<file path="config.mk">
export PLATFORM = sky130hd
export DESIGN_NAME = ranked_min_max_list
export DESIGN_NICKNAME = d
export VERILOG_FILES = /design/src/hw/rtl/rmml_pkg.sv /design/src/hw/rtl/ranked_min_max_list.sv
export SDC_FILE = /design/constraint.sdc
export NUM_CORES = 1
export LEC_CHECK = 0
export ABC_AREA = 1
export BUFFER_PORTS_ARGS = -buffer_cell sky130_fd_sc_hd__buf_2
export CAP_MARGIN = 20
export CORE_ASPECT_RATIO = 0.9
export CORE_MARGIN = 4
export CORE_UTILIZATION = 55
export CTS_CLUSTER_DIAMETER = 200
export DETAILED_ROUTE_END_ITERATION = 6
export HOLD_SLACK_MARGIN = 0.08
export PLACE_DENSITY = 0.71
export SLEW_MARGIN = 10
export SYNTH_ARGS = -nofsm -noshare
export SYNTH_HDL_FRONTEND = slang
export SYNTH_SLANG_ARGS = --single-unit
export TNS_END_PERCENT = 50
</file>
<file path="constraint.sdc">
create_clock -name clock -period 6.2 [get_ports clock]
set_input_delay 0.62 -clock clock [delete_from_list [all_inputs] [get_ports clock]]
set_output_delay 0.62 -clock clock [all_outputs]
set_load 0.05 [all_outputs]
</file>
<file path="src/hw/rtl/rmml_pkg.sv">
// ----------------------------------------------------------------------------
// rmml_pkg
// shared types and constants of the ranked min/max list
// ----------------------------------------------------------------------------
package rmml_pkg;

   localparam int DEPTH       = 16;
   localparam int HANDLE_BITS = 16;
   localparam int IDX_BITS    = $clog2(DEPTH);
   localparam int CNT_BITS    = $clog2(DEPTH + 1);
   // stored handle bits: the handle field itself is 16 bits wide
   localparam int HSTORE_BITS = (HANDLE_BITS < 16) ? HANDLE_BITS : 16;

   typedef enum logic [0:0] {
      MODE_INSERT = 1'b0,
      MODE_REMOVE = 1'b1
   } mode_type;

   typedef enum logic [1:0] {
      STATUS_DONE      = 2'd0,
      STATUS_NOT_FOUND = 2'd1,
      STATUS_FULL      = 2'd2
   } status_type;

   typedef struct packed {
      logic [0:0]  mode;
      logic [15:0] handle;
      logic [23:0] key;
   } req_type;

   typedef struct packed {
      logic [1:0]  status;
      logic [15:0] min_handle;
      logic [15:0] max_handle;
      logic [4:0]  entry_count;
      logic        is_empty;
   } rsp_type;

endpackage

</file>
<file path="src/hw/rtl/ranked_min_max_list.sv">
// ----------------------------------------------------------------------------
// ranked_min_max_list
// sorted store of handle/key entries with front and back handle report
// ----------------------------------------------------------------------------
// One item is taken when start is high and busy is low. Busy then stays high
// until the single result is shown on rsp_item for exactly one cycle with
// rsp_valid high, and busy is already low in that cycle. The receiver cannot
// stall, so the result must be captured in that cycle. The entries live in a
// single-port-write, single-port-read memory with registered read data. One
// sequencer walks it one entry at a time, a read state before each check or
// move. An insert moves entries back from the tail until it meets a smaller
// key. A remove scans from the front for the handle and then shifts the tail
// forward. An insert into a full store or a remove from an empty one goes
// straight to reading the front and back entries. Among equal keys the
// newest entry sits at the front. A full store on insert and an absent handle
// on remove leave the store unchanged.
// ----------------------------------------------------------------------------
module ranked_min_max_list (
   input  logic              clock,
   input  logic              reset,
   input  logic              start,
   output logic              busy,
   input  rmml_pkg::req_type req_item,
   output logic              rsp_valid,
   output rmml_pkg::rsp_type rsp_item
);

   // sequencer states
   typedef enum logic [9:0] {
      ST_IDLE    = 10'b00_0000_0001,
      ST_INS_RD  = 10'b00_0000_0010,  // issue read of the entry before idx
      ST_INS_CHK = 10'b00_0000_0100,  // compare keys, move entry back or place
      ST_REM_RD  = 10'b00_0000_1000,  // issue read at idx during the search
      ST_REM_CHK = 10'b00_0001_0000,  // compare handle
      ST_SH_RD   = 10'b00_0010_0000,  // issue read of the entry after idx
      ST_SH_WR   = 10'b00_0100_0000,  // move it forward to idx
      ST_FR_RD   = 10'b00_1000_0000,  // read front entry
      ST_BK_RD   = 10'b01_0000_0000,  // read back entry, keep front
      ST_FINISH  = 10'b10_0000_0000   // build the result
   } state_type;

   state_type state_ff, state_in;

   // entry memory
   logic [23:0]                        key_mem [rmml_pkg::DEPTH];
   logic [rmml_pkg::HSTORE_BITS-1:0]   hdl_mem [rmml_pkg::DEPTH];
   logic [23:0]                        rd_key_ff;
   logic [rmml_pkg::HSTORE_BITS-1:0]   rd_hdl_ff;
   logic [rmml_pkg::IDX_BITS-1:0]      rd_addr;
   logic                               wr_en;
   logic [rmml_pkg::IDX_BITS-1:0]      wr_addr;
   logic [23:0]                        wr_key;
   logic [rmml_pkg::HSTORE_BITS-1:0]   wr_hdl;

   // control and operand registers
   logic [rmml_pkg::CNT_BITS-1:0]      count_ff, count_in;
   logic [rmml_pkg::IDX_BITS-1:0]      idx_ff, idx_in;
   logic [rmml_pkg::CNT_BITS-1:0]      idx_next;   // idx + 1, count-wide
   rmml_pkg::status_type               status_ff, status_in;
   logic [rmml_pkg::HSTORE_BITS-1:0]   op_hdl_ff, op_hdl_in;
   logic [23:0]                        op_key_ff, op_key_in;
   logic [rmml_pkg::HSTORE_BITS-1:0]   front_ff, front_in;
   logic                               rsp_valid_ff, rsp_valid_in;
   rmml_pkg::rsp_type                  rsp_ff, rsp_in;

   assign idx_next = rmml_pkg::CNT_BITS'(idx_ff) + rmml_pkg::CNT_BITS'(1);

   // memory: one write and one registered read per cycle
   always_ff @(posedge clock) begin
      if (wr_en) begin
         key_mem[wr_addr] <= wr_key;
         hdl_mem[wr_addr] <= wr_hdl;
      end
      rd_key_ff <= key_mem[rd_addr];
      rd_hdl_ff <= hdl_mem[rd_addr];
   end

   // sequencer
   always_comb begin
      state_in     = state_ff;
      count_in     = count_ff;
      idx_in       = idx_ff;
      status_in    = status_ff;
      op_hdl_in    = op_hdl_ff;
      op_key_in    = op_key_ff;
      front_in     = front_ff;
      rsp_valid_in = 1'b0;
      rsp_in       = rsp_ff;
      rd_addr      = idx_ff;
      wr_en        = 1'b0;
      wr_addr      = idx_ff;
      wr_key       = op_key_ff;
      wr_hdl       = op_hdl_ff;

      case (state_ff)
         ST_IDLE: begin
            if (start) begin
               op_hdl_in  = req_item.handle[rmml_pkg::HSTORE_BITS-1:0];
               op_key_in  = req_item.key;
               if (req_item.mode == rmml_pkg::MODE_INSERT) begin
                  if (count_ff == rmml_pkg::CNT_BITS'(rmml_pkg::DEPTH)) begin
                     status_in = rmml_pkg::STATUS_FULL;
                     state_in  = ST_FR_RD;
                  end else begin
                     // count is below DEPTH here, so it fits the index
                     idx_in   = count_ff[rmml_pkg::IDX_BITS-1:0];
                     state_in = ST_INS_RD;
                  end
               end else begin
                  if (count_ff == '0) begin
                     status_in = rmml_pkg::STATUS_NOT_FOUND;
                     state_in  = ST_FR_RD;
                  end else begin
                     idx_in   = '0;
                     state_in = ST_REM_RD;
                  end
               end
            end
         end
         ST_INS_RD: begin
            if (idx_ff == '0) begin
               // new entry goes to the front
               wr_en     = 1'b1;
               count_in  = count_ff + rmml_pkg::CNT_BITS'(1);
               status_in = rmml_pkg::STATUS_DONE;
               state_in  = ST_FR_RD;
            end else begin
               rd_addr  = idx_ff - rmml_pkg::IDX_BITS'(1);
               state_in = ST_INS_CHK;
            end
         end
         ST_INS_CHK: begin
            wr_en = 1'b1;
            if (rd_key_ff >= op_key_ff) begin
               // equal or greater key moves back, newest ties stay in front
               wr_key   = rd_key_ff;
               wr_hdl   = rd_hdl_ff;
               idx_in   = idx_ff - rmml_pkg::IDX_BITS'(1);
               state_in = ST_INS_RD;
            end else begin
               count_in  = count_ff + rmml_pkg::CNT_BITS'(1);
               status_in = rmml_pkg::STATUS_DONE;
               state_in  = ST_FR_RD;
            end
         end
         ST_REM_RD: begin
            state_in = ST_REM_CHK;
         end
         ST_REM_CHK: begin
            if (rd_hdl_ff == op_hdl_ff) begin
               state_in = ST_SH_RD;
            end else if (idx_next == count_ff) begin
               status_in = rmml_pkg::STATUS_NOT_FOUND;
               state_in  = ST_FR_RD;
            end else begin
               idx_in   = idx_ff + rmml_pkg::IDX_BITS'(1);
               state_in = ST_REM_RD;
            end
         end
         ST_SH_RD: begin
            if (idx_next == count_ff) begin
               count_in  = count_ff - rmml_pkg::CNT_BITS'(1);
               status_in = rmml_pkg::STATUS_DONE;
               state_in  = ST_FR_RD;
            end else begin
               rd_addr  = idx_next[rmml_pkg::IDX_BITS-1:0];
               state_in = ST_SH_WR;
            end
         end
         ST_SH_WR: begin
            wr_en    = 1'b1;
            wr_key   = rd_key_ff;
            wr_hdl   = rd_hdl_ff;
            idx_in   = idx_ff + rmml_pkg::IDX_BITS'(1);
            state_in = ST_SH_RD;
         end
         ST_FR_RD: begin
            rd_addr  = '0;
            state_in = ST_BK_RD;
         end
         ST_BK_RD: begin
            front_in = rd_hdl_ff;
            // an empty store reads a don't-care entry here, masked below
            rd_addr  = rmml_pkg::IDX_BITS'(count_ff - rmml_pkg::CNT_BITS'(1));
            state_in = ST_FINISH;
         end
         ST_FINISH: begin
            rsp_valid_in        = 1'b1;
            rsp_in.status       = status_ff;
            rsp_in.entry_count  = 5'(count_ff);
            rsp_in.is_empty     = (count_ff == '0);
            if (count_ff == '0) begin
               rsp_in.min_handle = '0;
               rsp_in.max_handle = '0;
            end else begin
               rsp_in.min_handle = 16'(front_ff);
               rsp_in.max_handle = 16'(rd_hdl_ff);
            end
            state_in = ST_IDLE;
         end
         default: begin
            state_in = ST_IDLE;
         end
      endcase
   end

   always_ff @(posedge clock) begin
      if (reset) begin
         state_ff     <= ST_IDLE;
         count_ff     <= '0;
         rsp_valid_ff <= 1'b0;
      end else begin
         state_ff     <= state_in;
         count_ff     <= count_in;
         rsp_valid_ff <= rsp_valid_in;
      end
   end

   // payload registers, no reset needed
   always_ff @(posedge clock) begin
      idx_ff     <= idx_in;
      status_ff  <= status_in;
      op_hdl_ff  <= op_hdl_in;
      op_key_ff  <= op_key_in;
      front_ff   <= front_in;
      rsp_ff     <= rsp_in;
   end

   assign busy      = (state_ff != ST_IDLE);
   assign rsp_valid = rsp_valid_ff;
   assign rsp_item  = rsp_ff;

`ifndef SYNTHESIS
   // fill count never passes the store depth
   a_count_bound: assert property (@(posedge clock) disable iff (reset)
      count_ff <= rmml_pkg::CNT_BITS'(rmml_pkg::DEPTH))
      else $error("entry count above depth");

   // a full report only comes from a full store
   a_full_status: assert property (@(posedge clock) disable iff (reset)
      rsp_valid && (rsp_item.status == rmml_pkg::STATUS_FULL)
      |-> (count_ff == rmml_pkg::CNT_BITS'(rmml_pkg::DEPTH)))
      else $error("full status with free entries");

   // empty flag agrees with the count, and handles read zero then
   a_empty_flag: assert property (@(posedge clock) disable iff (reset)
      rsp_valid |-> ((rsp_item.is_empty == (rsp_item.entry_count == '0)) &&
                     (!rsp_item.is_empty ||
                      (rsp_item.min_handle == '0 && rsp_item.max_handle == '0))))
      else $error("empty flag or handles inconsistent");

   // the block is ready again once the result is shown
   a_ready_after_rsp: assert property (@(posedge clock) disable iff (reset)
      rsp_valid |-> !busy)
      else $error("busy while result shown");

   // a refused request leaves the count as it was
   a_count_step: assert property (@(posedge clock) disable iff (reset)
      rsp_valid && (rsp_item.status != rmml_pkg::STATUS_DONE)
      |-> $stable(count_ff))
      else $error("count changed on a failed request");
`endif

endmodule

</file>
==> impl_metrics.toml, run 1 <==
[worst_setup_path]
endpoint_kind = "register"
arrival_ns = 4.90
cp-start-kind = "register"
critical_path_required_time_ns = 6.76
criticalPathCategory = "reg2reg"
slowest_delay_ns = 0.81
cp.buffers_inverters = 3
timing.critical_path.slowest_stage_cell = "sky130_fd_sc_hd__nand3_4"
biggest_fanout_along_the_worst_timing_path = 105
cpLargestDelayFamily = "simple AND/OR/NAND/NOR gates"
cp_cell_sequence = "inv_2 -> ha_1 -> inv_1 -> nand2_1 -> nand2_1 -> nand3_1 -> nor2_2 -> nand3_1 -> nand3_2 -> nand2_8 -> nand3_4 -> buf_4 -> nand2_1 -> nand3_1 -> nand3_1 -> nand3_1 -> nand2_1"
critical-path-top-cell-by-count = "sky130_fd_sc_hd__nand3_1"

[placement]
place_worst_setup_slack_ns = 1.93
gp_routability_congestion = 0.904
post-dp-hpwl_mm = 47.9
port-buffer-count = 85
placed_cells_incl_taps = 4239

[timing]
fin_crit_ns = 4.34
fmax_mhz = 230
fin_ws_ns = 1.86
drv_slew = 0
rsz0062_at_grt = "false"
hold_ws_ns = 0.166
total_negative_slack_for_setup_checks_ns = 0
worst_slew_margin_rel_pct = 29.4
timing.final.setup_violations = 0
hold_viol = 0
fin_crit_sh_pct = 70.1
worst_pin_slew_ns = 1.06
timing.clock.skew_ns = 0.0220

[yosys]
synth-seq-area-share_pct = 65.5
yosys.area.top_type_share_pct = 62.4
synth_register_bits = 798
syn_inst = 3433
synthDistinctLibCells = 32
synthesis.nets = 3509
synth.avg_cell_area_sq_um = 10.4
synth.top_cells.by_area = "sky130_fd_sc_hd__edfxtp_1 62%, sky130_fd_sc_hd__nand3_1 8.7%, sky130_fd_sc_hd__inv_1 7.9%, sky130_fd_sc_hd__nand4_1 5.9%, sky130_fd_sc_hd__nand2_1 5.2%"
synth_area_sq_um = 35700
biggest_area_consumer_among_synthesized_cells = "sky130_fd_sc_hd__edfxtp_1"
yosys_warnings = 0

[global_route]
first_pass_grt_wire_length_mm = 140
grt_antenna_before_repair = 1
overflow = 0
gr-usage-all-layers_pct = 25.9
vias_in_the_first_global_route = 24458
grt_start_max_net_pins = 199

[clock_network]
ctsResizeCount = 0
clk-insertion-delay-late_ns = 0.63
inserted_clock_buffers = 79
ctsHoldBuffers = 0
cts_post_setup_buffers_inserted = 0
cts_root_buf = "sky130_fd_sc_hd__clkbuf_16"
clk_slew_on_worst_s_h_paths_ns = 0.06
tritoncts_clock_tree = "done"
htreeDepth = 3
ctsLongestPathBuffers = 3
clock_sink_count = 798

[routing]
first_pass_iters = 5
routed_wl_mm = 91.4
drt.antenna.violating_nets = 0
route.detailed.drc = 0
viasPerCell = 5.79
detailedRoute.firstIterationViolations = 2901
vias = 25378
post_drt_wl_per_cell_um = 20.8

[die]
die-area_sq_um = 69100
floorplan_die_width_um = 277
fp.coreArea_sq_um = 64200
count_of_standard_cell_rows = 88
ioPinCount = 86
vert_die_dim_um = 250
initial_utilization_pct = 55.6

[power]
power.density_nw_per_um2 = 411
ir_worst_vdd_mv = 0.218
leakagePower_uw = 0.0168

[status]
status = "completed"

[cells_and_area]
finish.net_count = 3541
post_route_cells_drive_above_1_share_pct = 9.02
area_overhead_of_the_layout_relative_to_synthesis_pct = 10.9
finish.utilization_pct = 61.7
fin_cells = 4383
combined_area_of_the_multi_input_logic_cells_sq_um = 8640
final-seq-area_sq_um = 23400
final.fill_count = 4956

[job]
drv_cap = 0

[worst_hold_path]
worst_hold_path_type = "in2reg"
cell families after synthesis:
family | synth area share, %
flops | 65.5
buf+inv | 10.8
simple gates | 20.9
xor+xnor | 0.490
fa+ha+maj | 1.12
compound gates | 1.16
worst register-to-register path, delay by kind of cell (launching register included):
kind | cells | cell delay (ns)
buf+inv | 3 | 0.79
simple gates | 13 | 2.46
flops | 1 | 0.61
fa+ha+maj | 1 | 0.43
stage by stage:
| stage | cell area (sq um) | power [uW] |
|---|---|---|
| 5_1_grt | 39600 | 17100 |
| 4_1_cts | 39600 | 16300 |
| 2_1_floorplan | 35700 | 10200 |
| 6_report | 39600 | 16300 |
| 3_3_place_gp | 37100 | 11600 |
| 3_5_place_dp | 37100 | 11700 |
synth_stat cells:
library cell                instances
sky130_fd_sc_hd__nand3_2            5
sky130_fd_sc_hd__edfxtp_1         742
sky130_fd_sc_hd__buf_6              1
sky130_fd_sc_hd__nor3b_1            1
sky130_fd_sc_hd__or2_2              4
sky130_fd_sc_hd__a21oi_1           25
sky130_fd_sc_hd__buf_4             14
sky130_fd_sc_hd__clkbuf_1          74
sky130_fd_sc_hd__nor4_1             2
sky130_fd_sc_hd__o21ai_0           40
sky130_fd_sc_hd__inv_1            750
sky130_fd_sc_hd__o21a_1             1
sky130_fd_sc_hd__o2111ai_1          2
sky130_fd_sc_hd__nand2_1          499
sky130_fd_sc_hd__dfxtp_1           56
sky130_fd_sc_hd__buf_1             10
sky130_fd_sc_hd__nand4_1          334
sky130_fd_sc_hd__inv_2              5
sky130_fd_sc_hd__xnor2_1           13
sky130_fd_sc_hd__o211ai_1           3
sky130_fd_sc_hd__o311ai_0           1
sky130_fd_sc_hd__nand3_1          622
sky130_fd_sc_hd__nor2_2             5
sky130_fd_sc_hd__xor2_1             7
sky130_fd_sc_hd__nand2_2            4
sky130_fd_sc_hd__buf_2            116
sky130_fd_sc_hd__nor3_1             6
sky130_fd_sc_hd__nor2_1            53
sky130_fd_sc_hd__o22ai_1            1
sky130_fd_sc_hd__ha_1              32
sky130_fd_sc_hd__o221ai_1           3
sky130_fd_sc_hd__nor2_4             2
per-layer routing:
metal  up-vias  part of all wire (%)  track usage, %
li1      11684                     -               -
met1     12178                    40            35.0
met2      1251                    47            42.5
met3       265                   9.1            4.39
met4         0                   3.9            10.4
met5         -                     0               0
sequential cells by signal, indices dropped and copies added, names as in the netlist:
register   cells
state_ff      10
rd_key_ff     24
rsp_item      40
count_ff       5
idx_ff         4
rsp_valid      1
status_ff      2
op_key_ff     24
key_mem      384
front_ff      16
rd_hdl_ff     16
op_hdl_ff     16
hdl_mem      256
cell usage in the layout (no fill, tap or decap), drive strengths merged:
cell type,n
nand3,627
clkinvlp,1
xnor2,13
o21ai,40
o221ai,3
o311ai,1
o21a,1
dfxtp,56
nand4,334
inv,757
nor3,6
o22ai,1
a21oi,25
nor2,60
ha,32
or2,4
nand2,503
bufinv,4
nor3b,1
clkbuf,115
edfxtp,742
xor2,7
o211ai,3
o2111ai,2
clkinv,21
buf,166
diode,1
nor4,2
worst paths after layout:
check	end	from	slack [ns]	cells after the start
hold reg to reg	rsp_item[38]	status_ff[0]	0.42	0
setup / recovery	rd_hdl_ff[10]	idx_ff[0]	1.86	17
setup reg to reg	rd_hdl_ff[10]	idx_ff[0]	1.86	17
hold / removal	op_hdl_ff[9]	req_item[33]	0.17	1
layout make-up:
class,instances,area share [%]
clock buffers,115,5.61
clock inverters,28,0.632
diodes,1,0.00632
inverters,755,7.17
repair buffers,166,2.95
well taps,855,2.70
flip-flops and latches,798,59.1
multi-input cells,1665,21.8
power breakdown:
| part | switching [uW] | leakage, uW | internal [uW] |
|---|---|---|---|
| sequential | 283 | 0.00717 | 6440 |
| clock | 1950 | 0.00120 | 2650 |
| combinational | 3480 | 0.00847 | 1480 |
| total | 5720 | 0.0168 | 10600 |
Power figures use the tool's default switching activity.
==> inputs of run 2 (changes only) <==
--- a/config.mk
+++ b/config.mk
@@ -14,7 +14,7 @@
 export CTS_CLUSTER_DIAMETER = 200
 export DETAILED_ROUTE_END_ITERATION = 6
 export HOLD_SLACK_MARGIN = 0.08
-export PLACE_DENSITY = 0.71
+export PLACE_DENSITY = 0.74
 export SLEW_MARGIN = 10
 export SYNTH_ARGS = -nofsm -noshare
 export SYNTH_HDL_FRONTEND = slang
==> constraint.sdc (replaced) <==
create_clock -name clock -period 3.51 [get_ports clock]
set_input_delay 0.351 -clock clock [delete_from_list [all_inputs] [get_ports clock]]
set_output_delay 0.351 -clock clock [all_outputs]
set_load 0.05 [all_outputs]
==> run 2 against run 1 <==
Net effect:
- clock power is 89% higher
- first-iteration DRC count is 4.1% higher
- worst setup slack lost 1.5 ns
- register-to-register slack worse by 1.5 ns
==> impl_metrics.toml, run 2 (synthesis results as in run 1) <==
[power]
power.density_nw_per_um2 = 730
leakagePower_uw = 0.0174
power.total_uw = 29800
ir_worst_vdd_mv = 0.707

[worst_setup_path]
biggest_fanout_along_the_worst_timing_path = 48
cp_cell_sequence = "inv_1 -> ha_1 -> nand2_1 -> o21ai_0 -> nand2_1 -> o311ai_0 -> nand3_1 -> nand4_1 -> nand2_1 -> nand2_2 -> buf_12 -> nand2_1 -> nand2_1"
cp-start-kind = "register"
ff2ff_setup_slack_ns = 0.31
arrival_ns = 3.56
r2r_worst_path_depth = 13
critical_path_required_time_ns = 3.87
slowest_delay_ns = 0.39
r2r_start = "op_key_ff[3]"
timing.critical_path.slowest_stage_cell = "sky130_fd_sc_hd__nand2_1"
endpoint_kind = "register"
criticalPathCategory = "reg2reg"
critical-path-top-cell-by-count = "sky130_fd_sc_hd__nand2_1"
timing.rr.end = "hdl_mem[14][13]"

[die]
ioPinCount = 86
initial_utilization_pct = 55.6
fp.coreArea_sq_um = 64200
count_of_standard_cell_rows = 88
vert_die_dim_um = 250
die-area_sq_um = 69100
floorplan_die_width_um = 277

[routing]
route.detailed.drc = 0
post_drt_wl_per_cell_um = 20.9
vias = 25974
first_pass_iters = 6
drt.antenna.violating_nets = 0
routed_wl_mm = 93.0
detailedRoute.firstIterationViolations = 3020
viasPerCell = 5.84

[timing]
worst_pin_slew_ns = 1.17
fin_crit_ns = 3.20
fmax_mhz = 312
hold_ws_ns = 0.184
timing.final.setup_violations = 0
rsz0062_at_grt = "false"
timing.clock.skew_ns = 0.0316
worst_slew_margin_rel_pct = 22.2
drv_slew = 0
hold_viol = 0
fin_crit_sh_pct = 91.2

[placement]
port-buffer-count = 85
gp_routability_congestion = 0.873
post-dp-hpwl_mm = 48.8

[global_route]
gr-usage-all-layers_pct = 26.2
vias_in_the_first_global_route = 25158
first_pass_grt_wire_length_mm = 142
grt_start_max_net_pins = 233
overflow = 0
grt_antenna_before_repair = 0

[worst_hold_path]
min_path_cells = 3
min_from = "start"
hold_path_end = "op_hdl_ff[3]"
worst_hold_path_type = "in2reg"

[clock_network]
tritoncts_clock_tree = "done"
ctsResizeCount = 0
ctsLongestPathBuffers = 3
clock_sink_count = 798
htreeDepth = 3
cts_root_buf = "sky130_fd_sc_hd__clkbuf_16"
clk-insertion-delay-late_ns = 0.64
inserted_clock_buffers = 79
cts_post_setup_buffers_inserted = 0
clk_slew_on_worst_s_h_paths_ns = 0.06
ctsHoldBuffers = 42

[cells_and_area]
layout.cells.most_common = "sky130_fd_sc_hd__inv_1"
number_of_antenna_cells_inserted = 0
finish.net_count = 3607
largest_register_ff_count = 384
max_flop_register = "key_mem"
area_overhead_of_the_layout_relative_to_synthesis_pct = 14.2
post_route_cells_drive_above_1_share_pct = 9.93
final.fill_count = 4827
layout_common_cells = "746 x sky130_fd_sc_hd__inv_1, 742 x sky130_fd_sc_hd__edfxtp_1, 622 x sky130_fd_sc_hd__nand3_1"

[status]
status = "completed"

[job]
drv_cap = 0
[run 2: cell types whose count changed in the layout (fill, tap and decap cells not counted), sizes merged]
cell	delta
bufinv	+5
dlygate4sd3	+42
diode	-1
buf	+24
clkbuf	-9
clkinv	+3
inv	+1
clkinvlp	+2
[run 2: worst max-delay path, delay by kind of cell, from the launching register on]
family	cells	cell delay (ns)
fa+ha+maj	1	0.28
simple gates	8	1.48
flops	1	0.33
compound gates	2	0.52
buf+inv	2	0.32
[run 2: routing by layer]
layer | vias up | global-route usage (%) | share of wire (%)
li1 | 11826 | - | -
met1 | 12406 | 35.3 | 39
met3 | 284 | 3.84 | 9.5
met4 | 0 | 11.2 | 4.2
met5 | - | 0 | 0
met2 | 1458 | 43.1 | 48
[run 2: worst max-delay path by stage]
stage	startpoint	endpoint	slack, ns	cells after the start
2_1_floorplan	state_ff[3]	hdl_mem[10][0]	-0.002	9
3_3_place_gp	op_key_ff[21]	hdl_mem[8][5]	0.45	11
3_5_place_dp	op_key_ff[1]	hdl_mem[10][3]	0.39	13
4_1_cts	op_key_ff[1]	hdl_mem[5][2]	0.33	13
5_1_grt	idx_ff[1]	rd_key_ff[6]	0.08	16
6_report	op_key_ff[3]	hdl_mem[14][13]	0.31	13
[run 2: cell type report]
cell class	instances	area, sq um	area share (%)
clock inverter	39	495	1.21
timing repair buffer	232	2150	5.26
multi-input combinational	1665	8650	21.2
tap	855	1070	2.62
sequential	798	23400	57.4
inverter	755	2840	6.96
clock buffer	106	2180	5.35
[run 2: report_power, final]
part	internal, uW	switching [uW]
Clock	5080	3630
Sequential	11400	467
Combinational	2930	6300
[run 2: metrics by stage]
stage | TNS [ns] | cells | setup WS, ns | area, sq um | utilization (%)
floorplan | -0.768 | 3433 | -0.00240 | 35700 | -
global placement | 0 | 4263 | 0.453 | 37700 | 58.7
detailed placement | 0 | 4263 | 0.388 | 37700 | 58.7
CTS | 0 | 4450 | 0.333 | 40800 | 63.5
global route | 0 | 4450 | 0.0847 | 40800 | 63.5
finish | 0 | 4450 | 0.308 | 40800 | 63.5
